[src/rtl/mexp_pkg.sv]
package mexp_pkg;

	// Status of the shared modular reduction unit, as seen by the sequencer.
	typedef struct packed {
		logic busy;
		logic done;
	} mod_stat_t;

endpackage

[src/rtl/mexp_mul.sv]
module mexp_mul #(
	parameter int DATA_WIDTH = 32
) (
	input  logic                      clk,
	input  logic                      en,
	input  logic [DATA_WIDTH-1:0]     a,
	input  logic [DATA_WIDTH-1:0]     b,
	output logic [2*DATA_WIDTH-1:0]   prod
);
	localparam int PW = 2 * DATA_WIDTH;

	logic [PW-1:0] prod_q;

	// Capture the full-width product; hold it while disabled.
	always_ff @(posedge clk) begin
		if (en) begin
			prod_q <= PW'(a) * PW'(b);
		end
	end

	assign prod = prod_q;

endmodule

[src/rtl/mexp_mod.sv]
module mexp_mod #(
	parameter int DATA_WIDTH = 32
) (
	input  logic                      clk,
	input  logic                      arst_n,
	input  logic                      start,
	input  logic [2*DATA_WIDTH-1:0]   dividend,
	input  logic [DATA_WIDTH-1:0]     divisor,
	output mexp_pkg::mod_stat_t       stat,
	output logic [DATA_WIDTH-1:0]     remainder
);
	import mexp_pkg::*;

	localparam int PW = 2 * DATA_WIDTH;
	localparam int CW = $clog2(DATA_WIDTH);

	logic [PW-1:0]         dvd_q;
	logic [DATA_WIDTH-1:0] rem_q;
	logic [CW-1:0]         cnt_q;
	logic                  busy_q;
	logic                  done_q;

	logic [DATA_WIDTH:0]   r1_sh;
	logic [DATA_WIDTH:0]   r2_sh;
	logic [DATA_WIDTH-1:0] r1;
	logic [DATA_WIDTH-1:0] r2;

	// Two restoring steps per cycle: shift in a dividend bit, subtract if it fits.
	always_comb begin
		r1_sh = {rem_q, dvd_q[PW-1]};
		if (r1_sh >= {1'b0, divisor}) begin
			r1 = DATA_WIDTH'(r1_sh - {1'b0, divisor});
		end else begin
			r1 = r1_sh[DATA_WIDTH-1:0];
		end
		r2_sh = {r1, dvd_q[PW-2]};
		if (r2_sh >= {1'b0, divisor}) begin
			r2 = DATA_WIDTH'(r2_sh - {1'b0, divisor});
		end else begin
			r2 = r2_sh[DATA_WIDTH-1:0];
		end
	end

	always_ff @(posedge clk or negedge arst_n) begin
		if (!arst_n) begin
			busy_q <= 1'b0;
			done_q <= 1'b0;
			cnt_q  <= '0;
		end else begin
			done_q <= 1'b0;
			if (start) begin
				busy_q <= 1'b1;
				cnt_q  <= CW'(DATA_WIDTH - 1);
			end else if (busy_q) begin
				if (cnt_q == '0) begin
					busy_q <= 1'b0;
					done_q <= 1'b1;
				end else begin
					cnt_q <= cnt_q - 1'b1;
				end
			end
		end
	end

	always_ff @(posedge clk) begin
		if (start) begin
			dvd_q <= dividend;
			rem_q <= '0;
		end else if (busy_q) begin
			dvd_q <= {dvd_q[PW-3:0], 2'b00};
			rem_q <= r2;
		end
	end

	assign stat.busy = busy_q;
	assign stat.done = done_q;
	assign remainder = rem_q;

endmodule

[src/rtl/modular_exponentiation.sv]
// A zero exponent or zero modulus skips the multiply-reduce loop and goes to the output.
// Otherwise each set exponent bit takes an accumulate step, and each bit below the
// highest set bit takes a square step.
// One item at a time: in_stall holds from accept until the result loads; each
// multiply-reduce runs on the shared reducer, retiring two remainder bits per cycle.
// Reset: arst_n asynchronous active low clears the sequencer and output valid.
module modular_exponentiation #(
	parameter int DATA_WIDTH = 32
) (
	input  logic                  clk,
	input  logic                  arst_n,
	input  logic                  in_valid,
	output logic                  in_stall,
	input  logic [DATA_WIDTH-1:0] base,
	input  logic [DATA_WIDTH-1:0] exponent,
	input  logic [DATA_WIDTH-1:0] modulus,
	output logic                  out_valid,
	input  logic                  out_stall,
	output logic [DATA_WIDTH-1:0] result,
	output logic                  zero_modulus
);
	import mexp_pkg::*;

	localparam int PW = 2 * DATA_WIDTH;

	// Sequencer states.
	localparam logic [2:0] S_IDLE  = 3'd0;
	localparam logic [2:0] S_NEXT  = 3'd1;
	localparam logic [2:0] S_MUL   = 3'd2;
	localparam logic [2:0] S_START = 3'd3;
	localparam logic [2:0] S_RED   = 3'd4;
	localparam logic [2:0] S_DONE  = 3'd5;

	// Phase within one exponent bit: accumulate step, then square step.
	localparam logic OP_ACC = 1'b0;
	localparam logic OP_SQ  = 1'b1;

	logic [2:0]            state_q;
	logic                  ph_q;
	logic                  out_valid_q;

	logic [DATA_WIDTH-1:0] e_q;       // remaining exponent bits, LSB is current bit
	logic [DATA_WIDTH-1:0] n_q;       // modulus
	logic [DATA_WIDTH-1:0] acc_q;     // running product, final answer
	logic [DATA_WIDTH-1:0] sq_q;      // running square of the base
	logic                  zm_q;
	logic [DATA_WIDTH-1:0] result_q;
	logic                  zm_out_q;

	logic                  in_acc;
	logic                  out_free;
	logic [DATA_WIDTH-1:0] mul_a;
	logic [PW-1:0]         prod;
	logic [DATA_WIDTH-1:0] rem;
	mod_stat_t             mod_st;

	assign in_acc   = in_valid && (state_q == S_IDLE);
	assign out_free = !out_valid_q || !out_stall;

	// Accumulate step multiplies acc by sq; square step multiplies sq by itself.
	assign mul_a = (ph_q == OP_ACC) ? acc_q : sq_q;

	mexp_mul #(
		.DATA_WIDTH(DATA_WIDTH)
	) u_mul (
		.clk  (clk),
		.en   (state_q == S_MUL),
		.a    (mul_a),
		.b    (sq_q),
		.prod (prod)
	);

	mexp_mod #(
		.DATA_WIDTH(DATA_WIDTH)
	) u_mod (
		.clk       (clk),
		.arst_n    (arst_n),
		.start     (state_q == S_START),
		.dividend  (prod),
		.divisor   (n_q),
		.stat      (mod_st),
		.remainder (rem)
	);

	// Control: sequencer state, phase and output valid.
	always_ff @(posedge clk or negedge arst_n) begin
		if (!arst_n) begin
			state_q     <= S_IDLE;
			ph_q        <= OP_ACC;
			out_valid_q <= 1'b0;
		end else begin
			// Raise valid as a finished item loads; drop it once the item is taken.
			if (state_q == S_DONE && out_free) begin
				out_valid_q <= 1'b1;
			end else if (out_valid_q && !out_stall) begin
				out_valid_q <= 1'b0;
			end
			case (state_q)
				S_IDLE: begin
					if (in_acc) begin
						ph_q <= OP_ACC;
						if (exponent == '0 || modulus == '0) begin
							state_q <= S_DONE;
						end else begin
							state_q <= S_NEXT;
						end
					end
				end
				S_NEXT: begin
					if (ph_q == OP_ACC) begin
						// Skip the accumulate step on a zero exponent bit.
						if (e_q[0]) begin
							state_q <= S_MUL;
						end else begin
							ph_q <= OP_SQ;
						end
					end else begin
						// No higher bits left: the last square is never needed.
						if (e_q[DATA_WIDTH-1:1] != '0) begin
							state_q <= S_MUL;
						end else begin
							state_q <= S_DONE;
						end
					end
				end
				S_MUL: begin
					state_q <= S_START;
				end
				S_START: begin
					state_q <= S_RED;
				end
				S_RED: begin
					if (mod_st.done) begin
						ph_q    <= (ph_q == OP_ACC) ? OP_SQ : OP_ACC;
						state_q <= S_NEXT;
					end
				end
				S_DONE: begin
					if (out_free) begin
						state_q <= S_IDLE;
					end
				end
				default: begin
					state_q <= S_IDLE;
				end
			endcase
		end
	end

	// Datapath: operands, running values and the output register.
	always_ff @(posedge clk) begin
		case (state_q)
			S_IDLE: begin
				if (in_acc) begin
					e_q  <= exponent;
					n_q  <= modulus;
					sq_q <= base;
					if (exponent == '0) begin
						acc_q <= DATA_WIDTH'(1);
						zm_q  <= 1'b0;
					end else if (modulus == '0) begin
						acc_q <= '0;
						zm_q  <= 1'b1;
					end else begin
						acc_q <= DATA_WIDTH'(1);
						zm_q  <= 1'b0;
					end
				end
			end
			S_RED: begin
				if (mod_st.done) begin
					if (ph_q == OP_ACC) begin
						acc_q <= rem;
					end else begin
						sq_q <= rem;
						e_q  <= e_q >> 1;
					end
				end
			end
			S_DONE: begin
				if (out_free) begin
					result_q <= acc_q;
					zm_out_q <= zm_q;
				end
			end
			default: begin
			end
		endcase
	end

	assign in_stall     = (state_q != S_IDLE);
	assign out_valid    = out_valid_q;
	assign result       = result_q;
	assign zero_modulus = zm_out_q;

	// The reducer only runs and finishes while the sequencer waits on it.
	a_mod_busy_in_red: assert property (@(posedge clk) disable iff (!arst_n)
		mod_st.busy |-> state_q == S_RED)
		else $error("reducer busy outside reduce state");

	a_mod_done_in_red: assert property (@(posedge clk) disable iff (!arst_n)
		mod_st.done |-> state_q == S_RED)
		else $error("reducer done outside reduce state");

	// A finished nonzero-exponent result is already reduced below the modulus.
	a_result_reduced: assert property (@(posedge clk) disable iff (!arst_n)
		(state_q == S_DONE && !zm_q && e_q != '0) |-> acc_q < n_q)
		else $error("final product not reduced");

	// A zero-modulus error always carries a zero result.
	a_zero_mod_result: assert property (@(posedge clk) disable iff (!arst_n)
		(out_valid_q && zm_out_q) |-> result_q == '0)
		else $error("zero modulus with nonzero result");

endmodule

[config.mk]
export PLATFORM = sky130hd
export DESIGN_NAME = modular_exponentiation
export DESIGN_NICKNAME = d
export VERILOG_FILES = /design/src/rtl/mexp_pkg.sv /design/src/rtl/mexp_mul.sv /design/src/rtl/mexp_mod.sv /design/src/rtl/modular_exponentiation.sv
export SDC_FILE = /design/constraint.sdc
export NUM_CORES = 2
export LEC_CHECK = 0
export ABC_AREA = 1
export BUFFER_PORTS_ARGS = -buffer_cell sky130_fd_sc_hd__buf_2
export CORE_MARGIN = 10
export CORE_UTILIZATION = 31
export DETAILED_ROUTE_END_ITERATION = 16
export GPL_TIMING_DRIVEN = 0
export PLACE_DENSITY = 0.44
export SLEW_MARGIN = 30
export SYNTH_ARGS = -nofsm -noshare
export SYNTH_HDL_FRONTEND = slang
export SYNTH_SLANG_ARGS = --single-unit
[constraint.sdc]
create_clock -name clk -period 9.9 [get_ports clk]
set_input_delay 1.98 -clock clk [delete_from_list [all_inputs] [get_ports clk]]
set_output_delay 1.98 -clock clk [all_outputs]
set_load 0.1 [all_outputs]
Yosys cells after proc, flatten, opt, wreduce, memory -nomap -nowiden
Cells that the tools add are included.

Flip-flop bits (word level): 334. Input port bits: 100. Logic and storage cells: 103.

Equality and inequality tests: 12. Add/subtract/negate cells: 3. Muxes and demuxes: 45. Reductions and logical operators: 24. Multiply operators: 1. $lt $le $gt $ge: 2.

Operator list (count): 32-bit 2-to-1 mux (12); 32-bit one-hot mux with 2 select lines (3); 64-bit 2-to-1 mux (2); 33-bit by 32-bit greater-or-equal comparator with 1-bit output (2); 32-bit zero test (2); 32-bit by 32-bit multiplier with 64-bit output (1); 32-bit subtractor (2); 31-bit nonzero test (1); 3-bit 2-to-1 mux (7); 3-bit one-hot mux with 6 select lines (1); 1-bit 2-to-1 mux (16); 5-bit 2-to-1 mux (3); 4-bit AND reduction (3); 2-bit != test (second input constant) (4); 3-bit by 2-bit equality test with 1-bit output (second input constant) (2); 3-bit equality test (second input constant) (2); 2-bit AND reduction (3); 2-bit nonzero test (3); 3-bit nonzero test (2); 5-bit zero test (1); 5-bit by 1-bit subtractor with 5-bit output (second input constant) (1); 2-bit by 1-bit != test with 1-bit output (second input constant) (2); 3-bit by 1-bit equality test with 1-bit output (second input constant) (1); 1-bit logical AND (3); other kinds (6) (8).

Depth between registers and ports, before layout
Depth after elaboration: 5. Gate-level depth with buffers: 37. Mapped depth without buffers: 34.

Hierarchy
From an unflattened synthesis, not the netlist that was laid out.

Cells, all modules: 7223. Area total of the unflattened synthesis: 54668.7 um^2.

Modules (own cells, without submodules): mexp_mul (instances 1, seq. area each 1921.8 um^2, cells an instance 5023, area an instance 38079.0 um^2); mexp_mod (instances 1, seq. area each 2737.6 um^2, cells an instance 1532, area an instance 9549.2 um^2); modular_exponentiation (instances 1, seq. area each 4989.8 um^2, cells an instance 668, area an instance 7040.5 um^2).

Worst setup path before layout
Ideal clock, no wire load.

Path kind: register to register. From: reg ph_q. To: reg u_mul.prod_q[46], in the netlist u_mul.prod[46] (data pin). Required time: 9.641 ns. Buffers on the path: 4. Path slack: 2.343 ns. Arrival time: 7.298 ns. Cell stages (with the launch flop): 31. Period minus slack after synthesis: 7.557 ns. Path through: dfrtp_1 clkbuf_1 clkbuf_1 buf_1 nand2_1 o21a_1 inv_1 clkbuf_1 nor2_1 fa_1 inv_1 fa_1 inv_1 fa_1 inv_1 fa_1 inv_1 fa_1 fa_1 fa_1 fa_1 ha_1 nand2_1 nor2_1 inv_1 nor2_1 nand3_1 o21ai_0 a21boi_0 o211ai_1 nand2_1.

Longest elaborated chain between the ends: 2.

Ends and longest elaborated chain: start, declared (line modular_exponentiation.sv:39) `logic ph_q;`; start signal, assigned (line modular_exponentiation.sv:134) `ph_q <= (ph_q == OP_ACC) ? OP_SQ : OP_ACC;`; 32-bit 2-to-1 mux (line modular_exponentiation.sv:61) `assign mul_a = (ph_q == OP_ACC) ? acc_q : sq_q;`; 32-bit by 32-bit multiplier with 64-bit output (line mexp_mul.sv:17) `prod_q <= PW'(a) * PW'(b);`; end signal, assigned (line mexp_mul.sv:17); end, declared (line mexp_mul.sv:12) `logic [PW-1:0] prod_q;`.

No other way between the ends. A chain may end at the register's enable or synchronous reset.

Worst setup path after layout
From: reg ph_q. To: reg u_mul.prod_q[60], in the netlist u_mul.prod[60] (data pin).

Same word-level chain as after synthesis.

==> metrics list <==
- The finished layout holds 8522 standard cells, fillers aside.
- The worst setup path is launched from a flip-flop.
- The final hold violation count is 0.
- Yosys reg bits: 334
- The repair_antennas step left the layout with diodes totalling 0.
* Setup violators final: 0
- Top metal layer carrying routed signals: met5
- First-pass DRT Iterations: 7
- Number of clock sinks: 334
- After synthesis the cells add up to 50720 um2.
- The HPWL after detailed placement is 188.5 mm.
- Sequential cell area: 9649 um2
- # IOs: 135
* CP endpoint kind: flip-flop
* Routed wl met2: 104.2 mm
- For this configuration, the core starts out at a cell density of 31.16%.
* Number of distinct standard cells referenced by the synthesized netlist: 48
- WL met1: 93.47 mm
* Warnings, synthesis: 0
- The first routing iteration left 3414 violations.
* Max Fclk: 0.1022 GHz
- Worst slew margin: 23.43%
- Global routing used 24.49% of the available tracks.
- Number of violations of the max-capacitance limit: 0
- Worst skew pair latency: 0.66 ns
- The total count of max-transition violations in the final report is 0.
- Area growth syn-to-layout: 10.63%
- Summed over all layers, the global routing overflow is 0.
- After synthesis, the mean cell area works out to 8.296 um2.
- Global-route wire length before repair: 318.4 mm
- Routability-driven placement finished with a final weighted congestion of 0.9891.
- Data arrives at the worst endpoint at 10.19 ns.
- Buffers from clock root to sink, at most: 3
- Counting tap cells, the placed design contains a total of 8443 instances.
* Post-synthesis sequential area ratio: 19.02%
- Setup slack at placement: -1.256 ns
- Hold repair after CTS inserted 0 buffers.
* Core area: 162800 um2
- Num CTS Buffers: 44
- Antenna violations before repair: 8
- In this run the worst path has a maximum fanout of 10.
* Commonest register cell after synthesis: edfxtp_1
* Maximum number of pins on one net before global-route repair: 49
- Cell at the root of the clock tree: clkbuf_16
- The worst hold path belongs to the class reg2reg.
- Dividing the final minimum period by the clock period gives 98.87%.
- In this run, synthesis inferred 290 flip-flops with an integrated enable.
- After detailed routing, the number of vias per cell comes to 4.969.
- Critical setup path kind: reg2reg
- Leaving out fill and tap cells, the most frequent cell in the layout is nand2_1.
* Routed wire length: 224.4 mm
* Async S/R FF share, synth: 3.593%
- Leading cell types in the layout, fill and taps excluded: 1357 x nand2_1, 1281 x inv_1, 898 x fa_1, 860 x nor2_1, 329 x ha_1
- Synthesis produced 6114 cells.
- Setup slack closes at 0.1119 ns.
* RSZ-0062 raised after global routing: false
* Minimum period implied by the final worst setup slack: 9.788 ns
- Wire length on met3: 14.33 mm
- Dividing the detail-routed wire length by the instance count gives 26.34 um.
- For this run, design rule violations remaining after detail routing come to 0.
* Register clock-pin slew on the reported worst setup and hold paths: 0.06 ns
* CTS H-tree lvls: 2
- Across the routed clock network, the largest skew measured is 0.08312 ns.
* Horizontal die dimension: 424.5 um
* Fillers: 17450
- In the final layout, the share of cells above drive strength 1 is 6.145%.
- The die covers 180200 um2.
* Vertical extent of the die: 424.5 um
* Area occupied by multi-input gates: 35270 um2
- The via count of the first global-routing pass is 44550.
* Fin nets: 7639
* Worst endpoint required time: 10.30 ns
- TritonCTS built the clock tree.
- The detailed router placed 42350 vias in this run.
- Tightest Pin Transition: 1.149 ns
* Nets in the synthesized netlist: 7441
- During placement, the flow inserted port buffers numbering 134.
- Total number of placement rows: 148
* Outcome: finished, final reports clean
- In this run the remaining antenna-violating nets after routing total 0.
[registers in the layout, indices dropped and copies added, names as in the netlist, 3 cells and up]
signal           cells
acc_q               32
e_q                 32
n_q                 32
result              32
sq_q                32
state_q              3
u_mod.cnt_q          5
u_mod.dvd_q         64
u_mod.remainder     32
u_mul.prod          64
[kinds of logic after synthesis]
family / share of synthesized area [%]
adders and majority gates: 43.56
and+or+nand+nor: 19.76
DFF: 19.02
xor gates and xnor gates: 1.675
buffers and inverters: 11.61
AOI/OAI and AO/OA: 4.376
[routing by layer]
metal / vias up / GRT usage (%)
li1: 18800 / -
met1: 21570 / 31.72
met2: 1603 / 40.36
met3: 373 / 3.591
met4: 2 / 11.14
met5: - / 0
[metrics by stage]
step	utilization (%)	TNS, ns	instance area, um2	hold slack [ns]
2_1_floorplan	-	0	50720	0.4003
3_3_place_gp	33.25	-23.45	54120	0.4036
3_5_place_dp	33.51	-19.63	54550	0.4062
4_1_cts	34.42	0	56020	0.4202
5_1_grt	34.48	0	56120	0.4378
6_report	34.48	0	56120	0.4189
[synthesized netlist by cell type (all sizes together) (44+ instances only)]
master	count	share of area, %
ha	329	8.1
clkbuf	229	1.7
edfxtp	290	17
nand2	1357	10
xor2	44	0.76
nand3	110	1.1
xnor2	53	0.92
nor2	866	6.4
inv	1288	9.5
fa	898	35
nand4	92	1.1
o21ai	129	1.3
a21oi	142	1.4
[what timing repair did]
item | 4_1_cts | 5_1_grt
resized for setup | 44 | 37
buffers inserted | 6 | 9
hold endpoints to repair | 0 | 0
setup endpoints to repair | 38 | 24
[path summary, 6_finish.rpt]
kind | start | to | slack [ns] | cells after the start
worst max register to register | ph_q$_DFFE_PN0P_ | u_mul.prod[60]$_DFFE_PP_ | 0.11 | 27
min in group asynchronous | arst_n | out_valid$_DFFE_PN0P_ | 1.21 | 1
worst min register to register | zm_q$_SDFFCE_PN0P_ | zero_modulus$_DFFE_PP_ | 0.42 | 0
worst max-delay path | ph_q$_DFFE_PN0P_ | u_mul.prod[60]$_DFFE_PP_ | 0.11 | 27
worst min-delay path | zm_q$_SDFFCE_PN0P_ | zero_modulus$_DFFE_PP_ | 0.42 | 0
max in group asynchronous | arst_n | u_mod.cnt_q[3]$_DFFE_PN0P_ | 8.37 | 1
[worst max-delay path: stages (launching register included)]
cell             delay, ns
dfrtp_1               0.36
clkbuf_1              0.20
clkdlybuf4s15_2       0.44
o21a_2                0.43
inv_1                 0.49
clkbuf_2              0.54
nor2_1                0.13
fa_1                  0.55
inv_1                 0.05
fa_1                  0.49
fa_1                  0.47
fa_1                  0.56
inv_1                 0.05
fa_1                  0.48
fa_1                  0.57
fa_1                  0.46
fa_1                  0.61
ha_1                  0.52
nand2_1               0.17
nor2_1                0.39
nand2_1               0.12
nor3_1                0.52
nand3_1               0.16
nand3_1               0.25
a21o_1                0.23
nand2_1               0.09
nand3_1               0.07
nand2_1               0.09
[final cells by class]
| cell class | instances | area share [%] |
|---|---|---|
| multi-input cells | 4221 | 62.85 |
| clock buffers | 55 | 2.071 |
| repair buffers | 169 | 1.938 |
| flip-flops and latches | 334 | 17.19 |
| well taps | 2175 | 4.849 |
| clock inverters | 26 | 0.4147 |
| inverters | 1303 | 8.758 |
| plain buffers | 239 | 1.924 |
Power is not shown: default switching activity piles up to over one toggle a cycle in this logic, so the estimate is an artifact.
